<file path="config.mk">
export PLATFORM = sky130hd
export DESIGN_NAME = lmc_cell
export DESIGN_NICKNAME = d
export VERILOG_FILES = /design/src/rtl/core/lmc_pkg.sv /design/src/rtl/core/lmc_cell.sv
export SDC_FILE = /design/constraint.sdc
export NUM_CORES = 1
export LEC_CHECK = 0
export ABC_AREA = 1
export BUFFER_PORTS_ARGS = -buffer_cell sky130_fd_sc_hd__buf_2
export CAP_MARGIN = 20
export CORE_MARGIN = 2
export CORE_UTILIZATION = 53
export DETAILED_ROUTE_END_ITERATION = 10
export GPL_ROUTABILITY_DRIVEN = 0
export GPL_TIMING_DRIVEN = 0
export HOLD_SLACK_MARGIN = 0.12
export PLACE_DENSITY = 0.89
export SYNTH_ARGS = -nofsm -noshare
export SYNTH_HDL_FRONTEND = slang
export SYNTH_SLANG_ARGS = --single-unit
export TNS_END_PERCENT = 1
</file>
<file path="constraint.sdc">
create_clock -name clk -period 7.7 [get_ports clk]
set_input_delay 1.155 -clock clk [delete_from_list [all_inputs] [get_ports clk]]
set_output_delay 1.155 -clock clk [all_outputs]
set_load 0.1 [all_outputs]
</file>
<file path="src/rtl/core/lmc_pkg.sv">
// Shared types and constants of the least laxity first task scheduler.
`timescale 1ns / 1ps
`default_nettype none
package lmc_pkg;

	localparam int MAX_TASKS_DEF = 16;
	localparam int MAX_STEPS_DEF = 64;

	localparam int IDXW  = 6;   // task index, up to 64 tasks
	localparam int CNTW  = 7;   // task count, 0..64
	localparam int RUNW  = 11;  // step count, 0..1024
	localparam int SLW   = 18;  // slack and deadline
	localparam int KW    = 20;  // one-tick-ahead deadline, laxity and demand index
	localparam int PRODW = 30;  // remaining steps times slack
	localparam int RW    = KW + IDXW;

	localparam int IN_DATA_W  = 72;
	localparam int OUT_DATA_W = 56;

	localparam logic signed [SLW-1:0] SLACK_MAX = 18'sh1FFFF;
	localparam logic signed [SLW-1:0] SLACK_MIN = 18'sh20000;

	typedef enum logic [1:0] {
		OP_TASK    = 2'd0,
		OP_PROFILE = 2'd1,
		OP_TICK    = 2'd2
	} op_t;

	typedef enum logic [2:0] {
		CMD_NONE,
		CMD_WRITE,
		CMD_RELEASE,
		CMD_PREP,
		CMD_UPDATE
	} cmd_op_t;

	typedef struct packed {
		cmd_op_t          op;
		logic [IDXW-1:0]  idx;
		logic             sel_v;
		logic [RUNW-1:0]  needed;
		logic [15:0]      deadline;
		logic [15:0]      release_tick;
		logic [15:0]      tick;
		logic [CNTW-1:0]  n;
	} cell_cmd_t;

	typedef struct packed {
		logic [CNTW-1:0]          fin;
		logic [CNTW-1:0]          act_cnt;
		logic                     pv;
		logic [IDXW-1:0]          pidx;
		logic signed [PRODW-1:0]  pval;
		logic [RUNW-1:0]          prun;
		logic                     sv;
		logic [IDXW-1:0]          sidx;
		logic signed [SLW-1:0]    sval;
		logic [RUNW-1:0]          srun;
		logic                     fail;
		logic signed [KW-1:0]     dmax;
	} scan_pkt_t;

	typedef struct packed {
		logic           v;
		logic [KW-1:0]  k;
		logic [RW-1:0]  r;
	} dem_pkt_t;

endpackage
`default_nettype wire

</file>
<file path="src/rtl/core/lmc_cell.sv">
// One task cell: task state, scan stage and demand stage of the chain.
`timescale 1ns / 1ps
`default_nettype none
module lmc_cell #(
	parameter int IDX       = 0,
	parameter int MAX_STEPS = lmc_pkg::MAX_STEPS_DEF
) (
	input  wire logic               clk,
	input  wire logic               arst_n,
	input  wire lmc_pkg::cell_cmd_t cmd,
	input  wire lmc_pkg::scan_pkt_t scan_i,
	output lmc_pkg::scan_pkt_t      scan_o,
	input  wire lmc_pkg::dem_pkt_t  dem_i,
	output lmc_pkg::dem_pkt_t       dem_o,
	output logic                    miss
);

	localparam int CW  = $clog2(MAX_STEPS + 1);
	localparam int SLW = lmc_pkg::SLW;
	localparam int KW  = lmc_pkg::KW;
	localparam int RW  = lmc_pkg::RW;

	logic signed [SLW-1:0] dl_q;
	logic [CW-1:0]         need_q;
	logic [15:0]           rel_q;
	logic [CW-1:0]         run_q;
	logic signed [SLW-1:0] slack_q;
	logic                  act_q;
	logic                  done_q;
	logic signed [KW-1:0]  sd_q;
	logic signed [KW-1:0]  sl_q;
	logic [CW-1:0]         rem_q;

	logic                  in_use;
	logic                  hit;
	logic signed [SLW-1:0] dl_dec;
	logic [CW-1:0]         run_inc;
	logic signed [SLW-1:0] lax_rel;
	logic signed [SLW-1:0] lax_hit;
	logic signed [SLW-1:0] lax_oth;
	logic                  rel_go;
	logic                  upd_go;
	logic                  fin_go;
	logic signed [KW-1:0]  sd_c;
	logic [CW-1:0]         sr_c;
	logic signed [KW-1:0]  sl_c;
	logic [CW-1:0]         diff;
	logic signed [lmc_pkg::PRODW-1:0] prod;
	lmc_pkg::scan_pkt_t    scan_c;
	logic [RW-1:0]         contrib;

	function automatic logic signed [SLW-1:0] lax(
		input logic signed [SLW-1:0] d,
		input logic [CW-1:0]         nd,
		input logic [CW-1:0]         rn
	);
		logic signed [KW-1:0] v;
		v = KW'(d) - $signed(KW'(nd)) + $signed(KW'(rn));
		if (v > KW'(lmc_pkg::SLACK_MAX)) begin
			return lmc_pkg::SLACK_MAX;
		end else if (v < KW'(lmc_pkg::SLACK_MIN)) begin
			return lmc_pkg::SLACK_MIN;
		end
		return SLW'(v);
	endfunction

	assign in_use  = 32'(cmd.n) > IDX;
	assign hit     = cmd.sel_v && (32'(cmd.idx) == IDX);
	assign dl_dec  = (dl_q != lmc_pkg::SLACK_MIN) ? dl_q - SLW'(1) : dl_q;
	assign run_inc = run_q + CW'(1);
	assign lax_rel = lax(dl_q, need_q, run_q);
	assign lax_hit = lax(dl_dec, need_q, run_inc);
	assign lax_oth = lax(dl_dec, need_q, run_q);

	assign rel_go = (cmd.op == lmc_pkg::CMD_RELEASE) && in_use && !act_q && !done_q
		&& (rel_q == cmd.tick);
	assign upd_go = (cmd.op == lmc_pkg::CMD_UPDATE) && in_use && act_q;
	assign fin_go = upd_go && hit && (run_inc >= need_q);

	assign miss = (rel_go && (lax_rel < 0)) || (fin_go && (lax_hit < 0));

	always_comb begin
		sd_c = act_q ? KW'(dl_q)
			: KW'(dl_q) + $signed(KW'(rel_q)) - $signed(KW'(cmd.tick));
		sd_c = sd_c - KW'(1);
		sr_c = run_q + CW'(hit);
		sl_c = sd_c - $signed(KW'(need_q)) + $signed(KW'(sr_c));
	end

	always_ff @(posedge clk or negedge arst_n) begin
		if (!arst_n) begin
			run_q   <= '0;
			slack_q <= lmc_pkg::SLACK_MAX;
			act_q   <= 1'b0;
			done_q  <= 1'b0;
		end else begin
			case (cmd.op)
				lmc_pkg::CMD_WRITE: begin
					if (hit) begin
						run_q   <= '0;
						slack_q <= lmc_pkg::SLACK_MAX;
						act_q   <= 1'b0;
						done_q  <= 1'b0;
					end
				end
				lmc_pkg::CMD_RELEASE: begin
					if (rel_go) begin
						act_q   <= 1'b1;
						slack_q <= lax_rel;
					end
				end
				lmc_pkg::CMD_UPDATE: begin
					if (upd_go) begin
						if (hit) begin
							run_q <= run_inc;
							if (fin_go) begin
								done_q  <= 1'b1;
								act_q   <= 1'b0;
								slack_q <= lmc_pkg::SLACK_MAX;
							end else begin
								slack_q <= lax_hit;
							end
						end else begin
							slack_q <= lax_oth;
						end
					end
				end
				default: begin
				end
			endcase
		end
	end

	always_ff @(posedge clk) begin
		if (cmd.op == lmc_pkg::CMD_WRITE && hit) begin
			dl_q   <= SLW'(cmd.deadline);
			need_q <= CW'(cmd.needed);
			rel_q  <= cmd.release_tick;
		end else if (upd_go) begin
			dl_q <= dl_dec;
		end
		if (cmd.op == lmc_pkg::CMD_PREP) begin
			sd_q  <= sd_c;
			sl_q  <= sl_c;
			rem_q <= need_q - sr_c;
		end
	end

	always_comb begin
		scan_c = scan_i;
		diff   = need_q - run_q;
		prod   = $signed(lmc_pkg::PRODW'(diff)) * lmc_pkg::PRODW'(slack_q);
		if (in_use) begin
			if (done_q) begin
				scan_c.fin = scan_i.fin + lmc_pkg::CNTW'(1);
			end
			if (act_q) begin
				scan_c.act_cnt = scan_i.act_cnt + lmc_pkg::CNTW'(1);
			end
			if (act_q && (run_q != need_q)) begin
				if (!scan_i.pv || (prod < scan_i.pval)) begin
					scan_c.pv   = 1'b1;
					scan_c.pidx = lmc_pkg::IDXW'(IDX);
					scan_c.pval = prod;
					scan_c.prun = lmc_pkg::RUNW'(run_q);
				end
				if (!scan_i.sv || (slack_q < scan_i.sval)) begin
					scan_c.sv   = 1'b1;
					scan_c.sidx = lmc_pkg::IDXW'(IDX);
					scan_c.sval = slack_q;
					scan_c.srun = lmc_pkg::RUNW'(run_q);
				end
			end
			if (!done_q) begin
				if (sd_q > scan_i.dmax) begin
					scan_c.dmax = sd_q;
				end
				if (sl_q < 0) begin
					scan_c.fail = 1'b1;
				end
			end
		end
	end

	always_ff @(posedge clk) begin
		scan_o <= scan_c;
	end

	always_comb begin
		contrib = '0;
		if (in_use && !done_q) begin
			if (sd_q <= $signed(dem_i.k)) begin
				contrib = RW'(rem_q);
			end else if (sl_q <= $signed(dem_i.k)) begin
				contrib = RW'(dem_i.k - KW'(sl_q));
			end
		end
	end

	always_ff @(posedge clk or negedge arst_n) begin
		if (!arst_n) begin
			dem_o <= '0;
		end else begin
			dem_o.v <= dem_i.v;
			dem_o.k <= dem_i.k;
			dem_o.r <= dem_i.r + contrib;
		end
	end

endmodule
`default_nettype wire

</file>
# --- Yosys cells after proc, flatten, opt, wreduce, memory -nomap -nowiden ---
# Index checks and enable logic that the tools add are counted.
op_classes:
  n_lt_le_gt_ge: 16
  n_eq_ne: 12
  n_mux: 51
  bitwise_logic: 0
  multipliers: 1
  n_shift: 0
  n_reduce_logical: 29
  div: 0
  add_sub_neg: 19
op_table:
  columns: ["op", "n"]
  rows:
  - ["$mux 18", 15]
  - ["$mux 119", 1]
  - ["$mux 84", 1]
  - ["$mux 26", 3]
  - ["$add 19x8->20", 3]
  - ["$gt 20x18->1 const B", 3]
  - ["$lt 20x18->1 const B", 3]
  - ["$pmux 18 s3", 1]
  - ["$mux 48", 1]
  - ["$le 20x20->1", 2]
  - ["$mux 20", 2]
  - ["$sub 18x8->19", 2]
  - ["$lt 18x1->1 const B", 2]
  - ["$mux 36", 1]
  - ["$mux 7", 5]
  - ["$mux 16", 2]
  - ["$lt 26x30->1", 1]
  - ["$add 26x26->26", 1]
  - ["$mul 8x18->26", 1]
  - ["$add 7x1->7 const B", 3]
  - ["$mux 21", 1]
  - ["$sub 20x20->21", 1]
  - ["$add 20x8->20", 1]
  - ["$gt 20x20->1", 1]
  - ["other kinds (31)", 71]
totals:
  out_inout_bits: 167
  in_bits: 244
  latchBits: 0
  wordCells: 154
  mem_bits_ro: 0
  memories: 0
  mem_bits_rw: 0
  register_bits: 281

# --- Depth between registers and ports, before layout ---
logic_depth:
  depth_word: 12
  mapped_depth: 48
  ltp_nobuf: 45

# --- Worst setup path before layout ---
# OpenSTA, ideal clock, no wires.
synth_timing:
  path_kind: "reg2reg"
  from: "reg run_q[2]"
  to: "reg scan_o[72] (netlist bit)"
  stages_incl_launch_ff: 45
  setup_time_ns: 0.127
  period_less_slack_ns: 8.179
  t_arrival_ns: 8.052
  path_slack_ns: -0.479
  path_cell_list: "dfrtp_1 clkbuf_1 inv_1 ha_1 a21oi_1 o21ai_0 nand2_1 nand2_1 a21oi_1 xor2_1 clkbuf_1 nor2_1 ha_1 fa_1 fa_1 inv_1 fa_1 inv_1 [9 not listed] nand2_1 nand2_1 nand2_1 nand2_1 a21oi_1 o21ai_0 xor2_1 ha_1 a21oi_1 o21ai_0 a221oi_1 a21oi_1 nand3b_1 nand2_1 clkinv_1 clkbuf_1 nand2_1 o21ai_0"
synth_lines:
  columns: ["element", "line_no", "rtl"]
  rows:
  - ["start: declaration", "lmc_cell.sv:26", "logic [CW-1:0] run_q;"]
  - ["start signal: assignment", "lmc_cell.sv:115", "run_q <= run_inc;"]
  - ["end signal: assignment", "lmc_cell.sv:186", "scan_o <= scan_c;"]
  - ["end: declaration", "lmc_cell.sv:12", "output lmc_pkg::scan_pkt_t scan_o,"]

==> results.py <==
metrics = {
    "global_routing": {
        "grt.overflow.total": 0,
        "antenna_found_initial": 17,
        "grt.met3_usage_pct": 7.99,
        "grt_start_max_net_pins": 61,
        "grtUsageMet2_pct": 53.4,
        "grt_pass1_vias": 25300,
        "busiest_layer": "met2",
        "grt_use_met1_pct": 38.5,
        "grt_pass1_wl_mm": 130,
        "grtUsageTotal_pct": 32.7,
    },
    "route": {
        "drt_wl_total_mm": 88.4,
        "wl_per_cell_um": 19.4,
        "ant_nets": 0,
        "drtPass1Iterations": 8,
        "vias": 26300,
        "routed_via_density": 5.77,
        "drt_iter0_drc": 2989,
        "drc": 0,
    },
    "yosys": {
        "mappedNetlistNets": 4064,
        "syn_inst": 3367,
        "synth_seq_cells": 281,
        "syn_area_um2": 26000,
        "synthArstFlopShare_pct": 26.3,
        "yosysWarnings": 0,
        "yosys.cell_types.count": 57,
        "synth_ff_type": "dfxtp_1",
        "synth-edff-count": 86,
        "avgSynthCellArea_um2": 7.73,
        "ys_seq_area_share_pct": 26.4,
    },
    "critical_path": {
        "r2r_start": "need_q[0]",
        "reg2regPathDepth": 39,
        "critPathMaxStageDelay_ns": 0.57,
        "startpoint_type": "flip-flop",
        "end_kind": "flip-flop",
        "critical-path-slowest-cell": "fa_1",
        "critPathArrivalTime_ns": 9.10,
        "crit_fanout": 5,
        "criticalPathCategory": "flip-flop to flip-flop",
        "reg2reg_setup_slack_ns": -0.94,
        "critical_path_required_ns": 8.16,
        "r2r-end": "scan_o[93]",
        "cpMostUsedCell": "nand2_1",
    },
    "layout": {
        "area_delta_synth_final_pct": 20.5,
        "stdcell_count": 4562,
        "nets": 4563,
        "n_fill_cell": 3689,
        "layout-drive-gt1-share_pct": 19.5,
        "utilization_pct": 64.3,
        "stdcell_area_um2": 31400,
    },
    "timing": {
        "rsz0062_at_grt": "true",
        "clock-skew-final_ns": 0.0217,
        "fmax_mhz": 116,
        "slew_headroom_pct": 27.2,
        "min_period_ns": 8.64,
        "min_period_over_period_pct": 112,
        "setup_viol": 47,
        "slew_viol_final": 0,
        "tightest_slew_ns": 1.08,
        "finalHoldViolCount": 0,
        "fin_ws_ns": -0.940,
    },
    "clock_network": {
        "root_buffer": "clkbuf_16",
        "numCtsBuffers": 29,
        "cts_tree": "yes",
        "clock_path_buffers": 3,
        "numClockSinks": 281,
        "htreeDepth": 1,
        "path_clk_slew_ns": 0.07,
        "clock_latency_ns": 0.59,
    },
    "power_and_ir_drop": {
        "p_sw_share_pct": 56.0,
        "p_leak_uw": 0.0162,
        "sequentialPowerShare_pct": 14.1,
        "ir_drop_mv": 0.445,
        "pwr-share-comb_pct": 75.1,
        "power.density_nw_per_um2": 458,
        "internal_power_uw": 6330,
        "switching_power_uw": 8050,
        "pwr-share-clk_pct": 10.7,
    },
    "die": {
        "core_um2": 48700,
        "die_area_um2": 50900,
        "num_io_pins": 411,
        "die_h_um": 226,
        "rows": 81,
        "start_util_pct": 53.4,
        "die_width_um": 226,
    },
    "status": {
        "violations": "setup timing",
        "status": "finished with violations",
    },
    "placed_design": {
        "dpl.hpwl_mm": 63.5,
        "port-buffer-count": 406,
        "preCtsSetupSlack_ns": -1.89,
        "dp.cells": 4442,
        "place_area_um2": 29000,
    },
    "flow_run": {
        "maxCapViolCount": 0,
    },
    "hold_path": {
        "hp-class": "input port to async pin",
    },
}
[kinds of logic (layout without fill, tap and decap cells)]
group,count (synthesis),after routing,synth area share (%)
AND/OR/NAND/NOR,1228,1228,20.1
buffers and inverters,685,1207,10.1
AO/OA/AOI/OAI,521,521,11.0
adder cells (fa/ha/maj),453,453,25.6
flip-flops,281,281,26.4
XOR/XNOR,199,199,6.84
other,0,9,0
[Yosys cell counts, drive strengths merged (4+ instances only)]
library cell  instances  area, um2
a21oi               251       1260
o22ai                 8       50.1
xor2                134       1200
o21bai               14        105
nand3               159        838
o221ai                5       43.8
dfxtp               121       2420
fa                  133       2660
nand2               639       2460
dfstp                17        447
or2                   9       56.3
o211ai                9       67.6
nand3b               14        105
nor4                  9       56.3
dfrtp                57       1430
nor2                326       1300
o21ai               181        906
clkbuf               42        158
nor3                 34        175
o31ai                 5       37.5
ha                  320       4000
a31oi                 6       37.5
buf                  10       83.8
a21o                  9       67.6
inv                 630       2360
edfxtp               86       2580
xnor2                64        561
a211oi                9       67.6
nand4                33        206
a21boi                5       48.8
a22o                  4       35.0
[cell type report]
type                    instances  area, um2  area share, %
multi-input cells            2401      17200           54.9
diodes                          9       22.5         0.0718
well taps                     664        831           2.65
flip-flops and latches        281       6880           21.9
clock buffers                  33        761           2.43
repair buffers                467       2570           8.18
plain buffers                  52        402           1.28
repair inverters                1       8.76         0.0279
clock inverters                21        270          0.862
inverters                     633       2410           7.70
[critical path, delay by kind of cell, from the launching register on]
kind            cells  cell delay (ns)
buf+inv             7             0.67
simple gates       15             2.36
fa+ha+maj           8             3.29
xor+xnor            2             0.52
flops               1             0.42
compound gates      7             1.20
[cell usage in the layout, fill, tap and decap left out, types with 29 or more instances in the layout]
master and n:
inv_1 598, nand2_1 594, buf_2 408, nor2_1 305, ha_1 300, a21oi_1 237, nand3_1 152, o21ai_0 142
fa_1 129, xor2_1 123, dfxtp_1 121, edfxtp_1 86, xnor2_1 59, dfrtp_1 53, buf_4 51, nand2_2 34
nand4_1 33, clkbuf_16 32, nor3_1 30, clkbuf_1 29
[power groups by stage]
stage          Clock, uW  Combinational [uW]  Sequential [uW]
6_report            1550               10800             2030
5_1_grt             1610               11400             2050
4_1_cts             1550                9060             2020
3_5_place_dp           0                7880             2050
3_3_place_gp           0                7620             2040
2_1_floorplan          0                4250             3920
[state kept, by name (all words and copies together), names as in the netlist]
register and flops:
slack_q 18, dem_o 47, act_q 1, need_q 7
sd_q 20, rel_q 16, run_q 7, scan_o 119
dl_q 18, done_q 1, sl_q 20, rem_q 7
[metal layers]
| layer | vias up | share of wire, % |
|---|---|---|
| li1 | 11800 | - |
| met1 | 12000 | 35 |
| met2 | 1896 | 45 |
| met3 | 591 | 12 |
| met4 | 14 | 8.1 |
| met5 | - | 0.11 |
[worst max-delay path by stage]
stage | startpoint | slack [ns] | end | cells after the start
6_report | need_q[0] | -0.94 | scan_o[93] | 39
5_1_grt | need_q[0] | -0.97 | scan_o[86] | 40
4_1_cts | need_q[0] | 0.003 | scan_o[85] | 42
3_5_place_dp | run_q[2] | -1.89 | scan_o[73] | 43
3_3_place_gp | run_q[2] | -1.74 | scan_o[73] | 43
2_1_floorplan | need_q[0] | 0.01 | scan_o[80] | 42
[timing repair]
item,CTS,global route
endpoints found under the hold margin,0,0
setup buffers,46,8
pin swaps,44,39
hold buffers,0,0
setup endpoints to repair,47,48
gates cloned,3,0
resized for setup,134,94
[through the flow]
step           power [uW]  setup TNS, ns  hold slack, ns
5_1_grt             15000         -43.24           0.430
6_report            14400         -41.31           0.419
3_3_place_gp         9670         -73.82           0.486
4_1_cts             12600              0           0.417
3_5_place_dp         9930         -81.98           0.488
2_1_floorplan        8170              0           0.465
Note: power is estimated with default switching activity, not from simulation.
